[src/hw/rtl/u8d_pkg.sv]
// ----------------------------------------------------------------------------
// u8d_pkg
// Shared types and byte constants for the UTF-8 code point decoder.
// ----------------------------------------------------------------------------
package u8d_pkg;

    localparam int MAX_RESULTS = 4;
    localparam int CNT_W       = $clog2(MAX_RESULTS + 1);

    // Lead bytes with a tightened first continuation range, and the lowest legal lead
    localparam logic [7:0] LEAD_E0   = 8'hE0;
    localparam logic [7:0] LEAD_ED   = 8'hED;
    localparam logic [7:0] LEAD_F0   = 8'hF0;
    localparam logic [7:0] LEAD_F4   = 8'hF4;
    localparam logic [7:0] LEAD_MIN  = 8'hC2;

    // Continuation bounds
    localparam logic [7:0] CONT_MIN  = 8'h80;
    localparam logic [7:0] CONT_MAX  = 8'hBF;
    localparam logic [7:0] CONT_A0   = 8'hA0;
    localparam logic [7:0] CONT_9F   = 8'h9F;
    localparam logic [7:0] CONT_90   = 8'h90;
    localparam logic [7:0] CONT_8F   = 8'h8F;

    localparam logic [7:0] ASCII_MIN = 8'h01;
    localparam logic [7:0] ASCII_MAX = 8'h7F;
    localparam logic [5:0] CONT_MASK = 6'h3F;

    typedef struct packed {
        logic [7:0] data_byte;
        logic       end_of_text;
    } byte_item_t;

    typedef struct packed {
        logic [20:0] code_point;
        logic [2:0]  byte_count;
        logic        was_illegal;
        logic        run_last;
    } cp_item_t;

    typedef struct packed {
        logic [7:0]       lead_value;
        logic [2:0]       expected_length;
        logic [1:0]       received_count;
        logic [1:0][7:0]  held_continuations;
        logic [20:0]      partial_point;
    } seq_state_t;

endpackage

[src/hw/rtl/u8d_step.sv]
// ----------------------------------------------------------------------------
// u8d_step
// Combinational decode of one byte against the open sequence state.
// ----------------------------------------------------------------------------
module u8d_step (
    input  u8d_pkg::seq_state_t                   cur,
    input  u8d_pkg::byte_item_t                   item,
    output u8d_pkg::seq_state_t                   nxt,
    output logic [u8d_pkg::CNT_W-1:0]             num,
    output u8d_pkg::cp_item_t [u8d_pkg::MAX_RESULTS-1:0] res
);
    import u8d_pkg::*;

    logic [7:0]       b;
    logic             eot;
    logic             open_seq;
    logic [7:0]       lo;
    logic [7:0]       hi;
    logic             ok;
    logic             complete;
    logic [20:0]      acc;
    logic             flush;
    logic [CNT_W-1:0] nflush;
    logic             fresh;
    logic             is_lead;
    logic             is_ascii;
    logic             tail_emit;
    cp_item_t         tail;
    cp_item_t         raw_item;
    seq_state_t       closed;

    always_comb
    begin
        b        = item.data_byte;
        eot      = item.end_of_text;
        open_seq = (cur.expected_length != 3'd0);
        closed   = '0;

        // First continuation ranges depend on the lead byte
        lo = CONT_MIN;
        hi = CONT_MAX;
        if (cur.received_count == 2'd0)
        begin
            priority if (cur.lead_value == LEAD_E0) lo = CONT_A0;
            else if (cur.lead_value == LEAD_ED)     hi = CONT_9F;
            else if (cur.lead_value == LEAD_F0)     lo = CONT_90;
            else if (cur.lead_value == LEAD_F4)     hi = CONT_8F;
            else                                    lo = CONT_MIN;
        end
        ok       = open_seq && (b >= lo) && (b <= hi);
        complete = ({1'b0, cur.received_count} + 3'd2) >= cur.expected_length;
        acc      = {cur.partial_point[14:0], b[5:0] & CONT_MASK};

        flush  = open_seq && (!ok || (!complete && eot));
        nflush = flush ? (CNT_W'(cur.received_count) + CNT_W'(1)) : '0;
        // Byte is handled as a fresh byte when no sequence accepts it
        fresh    = !ok;
        is_lead  = (b >= LEAD_MIN) && (b <= LEAD_F4);
        is_ascii = (b >= ASCII_MIN) && (b <= ASCII_MAX);

        raw_item             = '0;
        raw_item.code_point  = {13'd0, b};
        raw_item.byte_count  = 3'd1;
        raw_item.was_illegal = 1'b1;

        tail      = raw_item;
        tail_emit = 1'b0;
        nxt       = cur;

        if (ok && complete)
        begin
            tail             = '0;
            tail.code_point  = acc;
            tail.byte_count  = cur.expected_length;
            tail_emit        = 1'b1;
            nxt              = closed;
        end
        else if (ok && eot)
        begin
            tail_emit = 1'b1;
            nxt       = closed;
        end
        else if (ok)
        begin
            nxt.held_continuations[cur.received_count[0]] = b;
            nxt.received_count = cur.received_count + 2'd1;
            nxt.partial_point  = acc;
        end

        if (fresh)
        begin
            nxt = closed;
            if (is_ascii)
            begin
                tail.was_illegal = 1'b0;
                tail_emit        = 1'b1;
            end
            else if (is_lead && !eot)
            begin
                nxt.lead_value = b;
                priority if (b < LEAD_E0)
                begin
                    nxt.expected_length = 3'd2;
                    nxt.partial_point   = {16'd0, b[4:0]};
                end
                else if (b < LEAD_F0)
                begin
                    nxt.expected_length = 3'd3;
                    nxt.partial_point   = {17'd0, b[3:0]};
                end
                else
                begin
                    nxt.expected_length = 3'd4;
                    nxt.partial_point   = {18'd0, b[2:0]};
                end
            end
            else
            begin
                tail_emit = 1'b1;
            end
        end

        num = nflush + (tail_emit ? CNT_W'(1) : '0);

        // Lay out flushed bytes first, then the tail item
        for (int i = 0; i < MAX_RESULTS; i++)
        begin
            res[i] = tail;
            if (CNT_W'(i) < nflush)
            begin
                res[i] = raw_item;
                if (i == 0)
                    res[i].code_point = {13'd0, cur.lead_value};
                else
                    res[i].code_point = {13'd0, cur.held_continuations[1'(i + 1)]};
            end
            res[i].run_last = (CNT_W'(i) + CNT_W'(1)) == num;
        end
    end

endmodule

[src/hw/rtl/utf8_codepoint_decoder.sv]
// ----------------------------------------------------------------------------
// utf8_codepoint_decoder
// Output: the first item of an accepted byte is registered and shows in the cycle after.
// Throughput: one byte per cycle while each byte yields at most one item and
//   the output does not stall; a byte that yields more than one item holds the
//   input while the result list drains through the single output port.
// Reset: rst_n clears the open sequence and empties the result list.
// ----------------------------------------------------------------------------
module utf8_codepoint_decoder (
    input  logic                 clk,
    input  logic                 rst_n,
    input  logic                 byte_valid,
    output logic                 byte_ready,
    input  u8d_pkg::byte_item_t  byte_item,
    output logic                 cp_valid,
    input  logic                 cp_ready,
    output u8d_pkg::cp_item_t    cp_item
);
    import u8d_pkg::*;

    // Open sequence: lead byte, length, held continuation bytes, partial bits
    seq_state_t                      seq_reg;
    seq_state_t                      seq_next;

    // Result list: entry 0 drives the output, later entries shift down
    cp_item_t [MAX_RESULTS-1:0]      list_reg;
    cp_item_t [MAX_RESULTS-1:0]      list_next;
    logic [CNT_W-1:0]                cnt_reg;
    logic [CNT_W-1:0]                cnt_next;

    cp_item_t [MAX_RESULTS-1:0]      step_res;
    logic [CNT_W-1:0]                step_num;
    logic                            in_fire;
    logic                            out_fire;

    u8d_step u_step (
        .cur  (seq_reg),
        .item (byte_item),
        .nxt  (seq_next),
        .num  (step_num),
        .res  (step_res)
    );

    assign cp_valid = (cnt_reg != '0);
    assign cp_item  = list_reg[0];
    assign out_fire = cp_valid && cp_ready;
    // Take a new byte once the list is empty or its last item leaves now
    assign byte_ready = (cnt_reg == '0) || ((cnt_reg == CNT_W'(1)) && cp_ready);
    assign in_fire    = byte_valid && byte_ready;

    always_comb
    begin
        list_next = list_reg;
        cnt_next  = cnt_reg;
        if (in_fire)
        begin
            // Load the full result set of this byte at once
            list_next = step_res;
            cnt_next  = step_num;
        end
        else if (out_fire)
        begin
            // Advance the list by one item
            for (int i = 0; i < MAX_RESULTS - 1; i++)
                list_next[i] = list_reg[i + 1];
            cnt_next = cnt_reg - CNT_W'(1);
        end
    end

    always_ff @(posedge clk or negedge rst_n)
    begin
        if (!rst_n)
        begin
            seq_reg <= '0;
            cnt_reg <= '0;
        end
        else
        begin
            cnt_reg <= cnt_next;
            if (in_fire)
                seq_reg <= seq_next;
        end
    end

    // Payload only, no reset needed
    always_ff @(posedge clk)
    begin
        list_reg <= list_next;
    end

endmodule

[config.mk]
export PLATFORM = sky130hd
export DESIGN_NAME = utf8_codepoint_decoder
export DESIGN_NICKNAME = d
export VERILOG_FILES = /design/src/hw/rtl/u8d_pkg.sv /design/src/hw/rtl/u8d_step.sv /design/src/hw/rtl/utf8_codepoint_decoder.sv
export SDC_FILE = /design/constraint.sdc
export NUM_CORES = 1
export LEC_CHECK = 0
export ABC_AREA = 1
export BUFFER_PORTS_ARGS = -buffer_cell sky130_fd_sc_hd__buf_2
export CAP_MARGIN = 0
export CORE_UTILIZATION = 45
export CTS_CLUSTER_DIAMETER = 120
export CTS_CLUSTER_SIZE = 10
export DETAILED_ROUTE_END_ITERATION = 8
export GPL_TIMING_DRIVEN = 0
export PLACE_DENSITY = 0.63
export SYNTH_ARGS = -nofsm -noshare
export SYNTH_HDL_FRONTEND = slang
export SYNTH_SLANG_ARGS = --single-unit
[constraint.sdc]
create_clock -name clk -period 2.9 [get_ports clk]
set_input_delay 0.435 -clock clk [delete_from_list [all_inputs] [get_ports clk]]
set_output_delay 0.435 -clock clk [all_outputs]
set_load 0.01 [all_outputs]
==> impl_metrics.ini <==
[layout]
antennaDiodeCount = 0
synthToLayoutAreaGrowth_pct = 18.3
drive_gt1_share_pct = 23.0
nFillCells = 1330
largest_reg_flops = 78
finalNetCount = 810
fin_util_pct = 55.4
final_cell_mix = nand2_1 (229), edfxtp_1 (104), inv_1 (65)
final_common_cell = nand2_1

[setup_path]
cp.required_ns = 3.08
critPathLaunchType = flop
r2r_start = seq_reg[49]$_DFFE_PN0P_
path_max_fanout = 4
cp-startpoint = seq_reg[49]$_DFFE_PN0P_
cp-end-kind = flop
crit_type = flop to flop
critPathArrivalTime_ns = 3.12

[yosys]
yosysSeqAreaShare_pct = 59.4
netlist_instances = 716
ys.flop_type = edfxtp_1
ys_warn_count = 0
synth-edff-count = 104
synth_area_um2 = 6900
synth-seq-cells = 143
async_reset_ff_share_pct = 27.3
synth_nets = 743
yosysUniqueCellTypes = 40
synth.avg_cell_area_um2 = 9.64

[global_route]
grtUsageTotal_pct = 21.5
grt_pass1_wl_mm = 25.8
grt_max_degree = 44
grt_overflow = 0
grt_pass1_vias = 4893
antenna_found_initial = 0

[cts]
clkTransAtPathRegs_ns = 0.06
htree_levels = 4
clock_tree.root_cell = clkbuf_16
cts_tree = built
clk_latency_ns = 0.42
cts_buffers = 17
clk_path_buf_depth = 2
clock-sinks = 143

[floorplan]
rows = 44
io_pins = 41
core_um2 = 14800
die_y_um = 126
die_area_um2 = 15800
initial_core_util_pct = 46.8
die_w_um = 126

[timing]
fin_ws_ns = -0.0481
fin_crit_sh_pct = 102
finalSetupViolations = 3
tns_ns = -0.112
rsz0062_at_grt = true
slew_violations = 0
period_minus_slack_ns = 2.95
worst_pin_slew_ns = 0.956
slew_headroom_pct = 36.3
max_freq_ghz = 0.339
finalHoldViolCount = 0
fin_worst_skew_ns = 0.00772

[placed_design]
routabilityCongestion = 0.928
place_ws_ns = -0.377
post-dp-hpwl_mm = 10.9
io_buffer_count = 37

[routing]
wl_mm = 16.0
drcViolationCount = 0
antenna_left = 0
drt-pass1-iter-count = 5
via_per_inst = 5.18
wl_per_cell_um = 16.3
drtIter0Drc = 447
vias = 5078

[run_status]
violations = setup timing
status = complete, but fails checks

[pwr]
ir_drop_mv = 0.668
p_per_area_nw_per_um2 = 1050
total_leakage_power_nw = 3.66

[job]
max-cap-violations = 0

[hold_path]
hold_path.class = input pin to asynchronous set/reset pin
[final timing paths]
check                      slack (ns)                 endpoint  depth (start not counted)
setup / recovery                -0.05     cp_item[0]$_DFFE_PP_                         18
hold / removal                   0.17  seq_reg[48]$_DFFE_PN0P_                          1
setup reg to reg                -0.05     cp_item[0]$_DFFE_PP_                         18
hold reg to reg                  0.52     cp_item[8]$_DFFE_PP_                          2
max in group asynchronous        2.15  seq_reg[12]$_DFFE_PN0P_                          1
min in group clk                 0.20   cnt_reg[2]$_DFFE_PN0P_                          2
[cell type report]
| class | count | area, um^2 | area share, % |
|---|---|---|---|
| plain buffers | 55 | 370 | 4.54 |
| clock buffers | 18 | 429 | 5.26 |
| clock inverters | 14 | 185 | 2.27 |
| inverters | 72 | 278 | 3.40 |
| multi-input cells | 446 | 2290 | 28.1 |
| flip-flops and latches | 143 | 4100 | 50.2 |
| well taps | 184 | 230 | 2.82 |
| repair buffers | 48 | 284 | 3.48 |
[timing repair]
action                     in CTS  in global routing
resized for setup               7                 37
hold buffers                    0                  0
setup endpoints to repair       7                 77
gates cloned                    0                  1
pin swaps                       3                 19
buffers inserted                5                  4
[synth_stat cells, drive strengths merged (2+ instances only)]
cell	count	area [um^2]
o21ai	53	299
nand2	238	913
buf	50	338
clkbuf	5	18.8
dfrtp	39	976
edfxtp	104	3120
o2111ai	2	17.5
or2	2	12.5
nand4	6	58.8
nor3	8	51.3
ha	14	175
o22ai	8	62.6
inv	71	267
nand3	59	313
nor2	40	168
a21oi	9	48.8
[cell families after synthesis]
| family | count (synthesis) | share of synthesized area, % |
|---|---|---|
| and+or+nand+nor | 356 | 22.3 |
| adders and majority gates | 14 | 2.54 |
| DFF | 143 | 59.4 |
| AOI/OAI and AO/OA | 75 | 6.58 |
| xor gates and xnor gates | 1 | 0.127 |
| buffers and inverters | 127 | 9.10 |
[layer usage]
metal	up-vias	GRT usage, %	part of all wire (%)
met1	2430	30.6	48
met4	0	9.00	2.1
met3	26	4.29	5.3
met2	148	32.1	45
li1	2474	-	-
met5	-	0	0
[worst max-delay path: stages (launching register included)]
cell and delay (ns):
dfrtp_1 0.36, nand2_2 0.09, nor3_2 0.22, nand4_1 0.17
a21oi_2 0.17, ha_1 0.24, nand2_1 0.06, nand3b_1 0.12
nand2_4 0.12, nand3_4 0.09, nor3_4 0.22, nor2_2 0.08
ha_4 0.17, ha_4 0.15, inv_1 0.04, nand4_1 0.09
and2_4 0.20, nand3_2 0.06, nand2_2 0.05
[through the flow]
stage | total power [W] | hold slack (ns) | cells | area, um^2
after global placement | 0.00604 | 0.499 | 937 | 7340
final | 0.00855 | 0.169 | 980 | 8170
after global routing | 0.00905 | 0.220 | 980 | 8170
after floorplan | 0.00533 | 0.139 | 716 | 6920
after detailed placement | 0.00614 | 0.503 | 938 | 7360
after CTS | 0.00848 | 0.190 | 975 | 8030
[power breakdown]
group / switching (W) / total, W / leakage [nW] / internal (W)
clock: 0.000852 / 0.00229 / 0.300 / 0.00144
sequential: 0.000248 / 0.00350 / 1.55 / 0.00325
combinational: 0.00173 / 0.00276 / 1.80 / 0.00104
total: 0.00283 / 0.00855 / 3.66 / 0.00572
No activity file was read; power rests on OpenSTA's default activity.
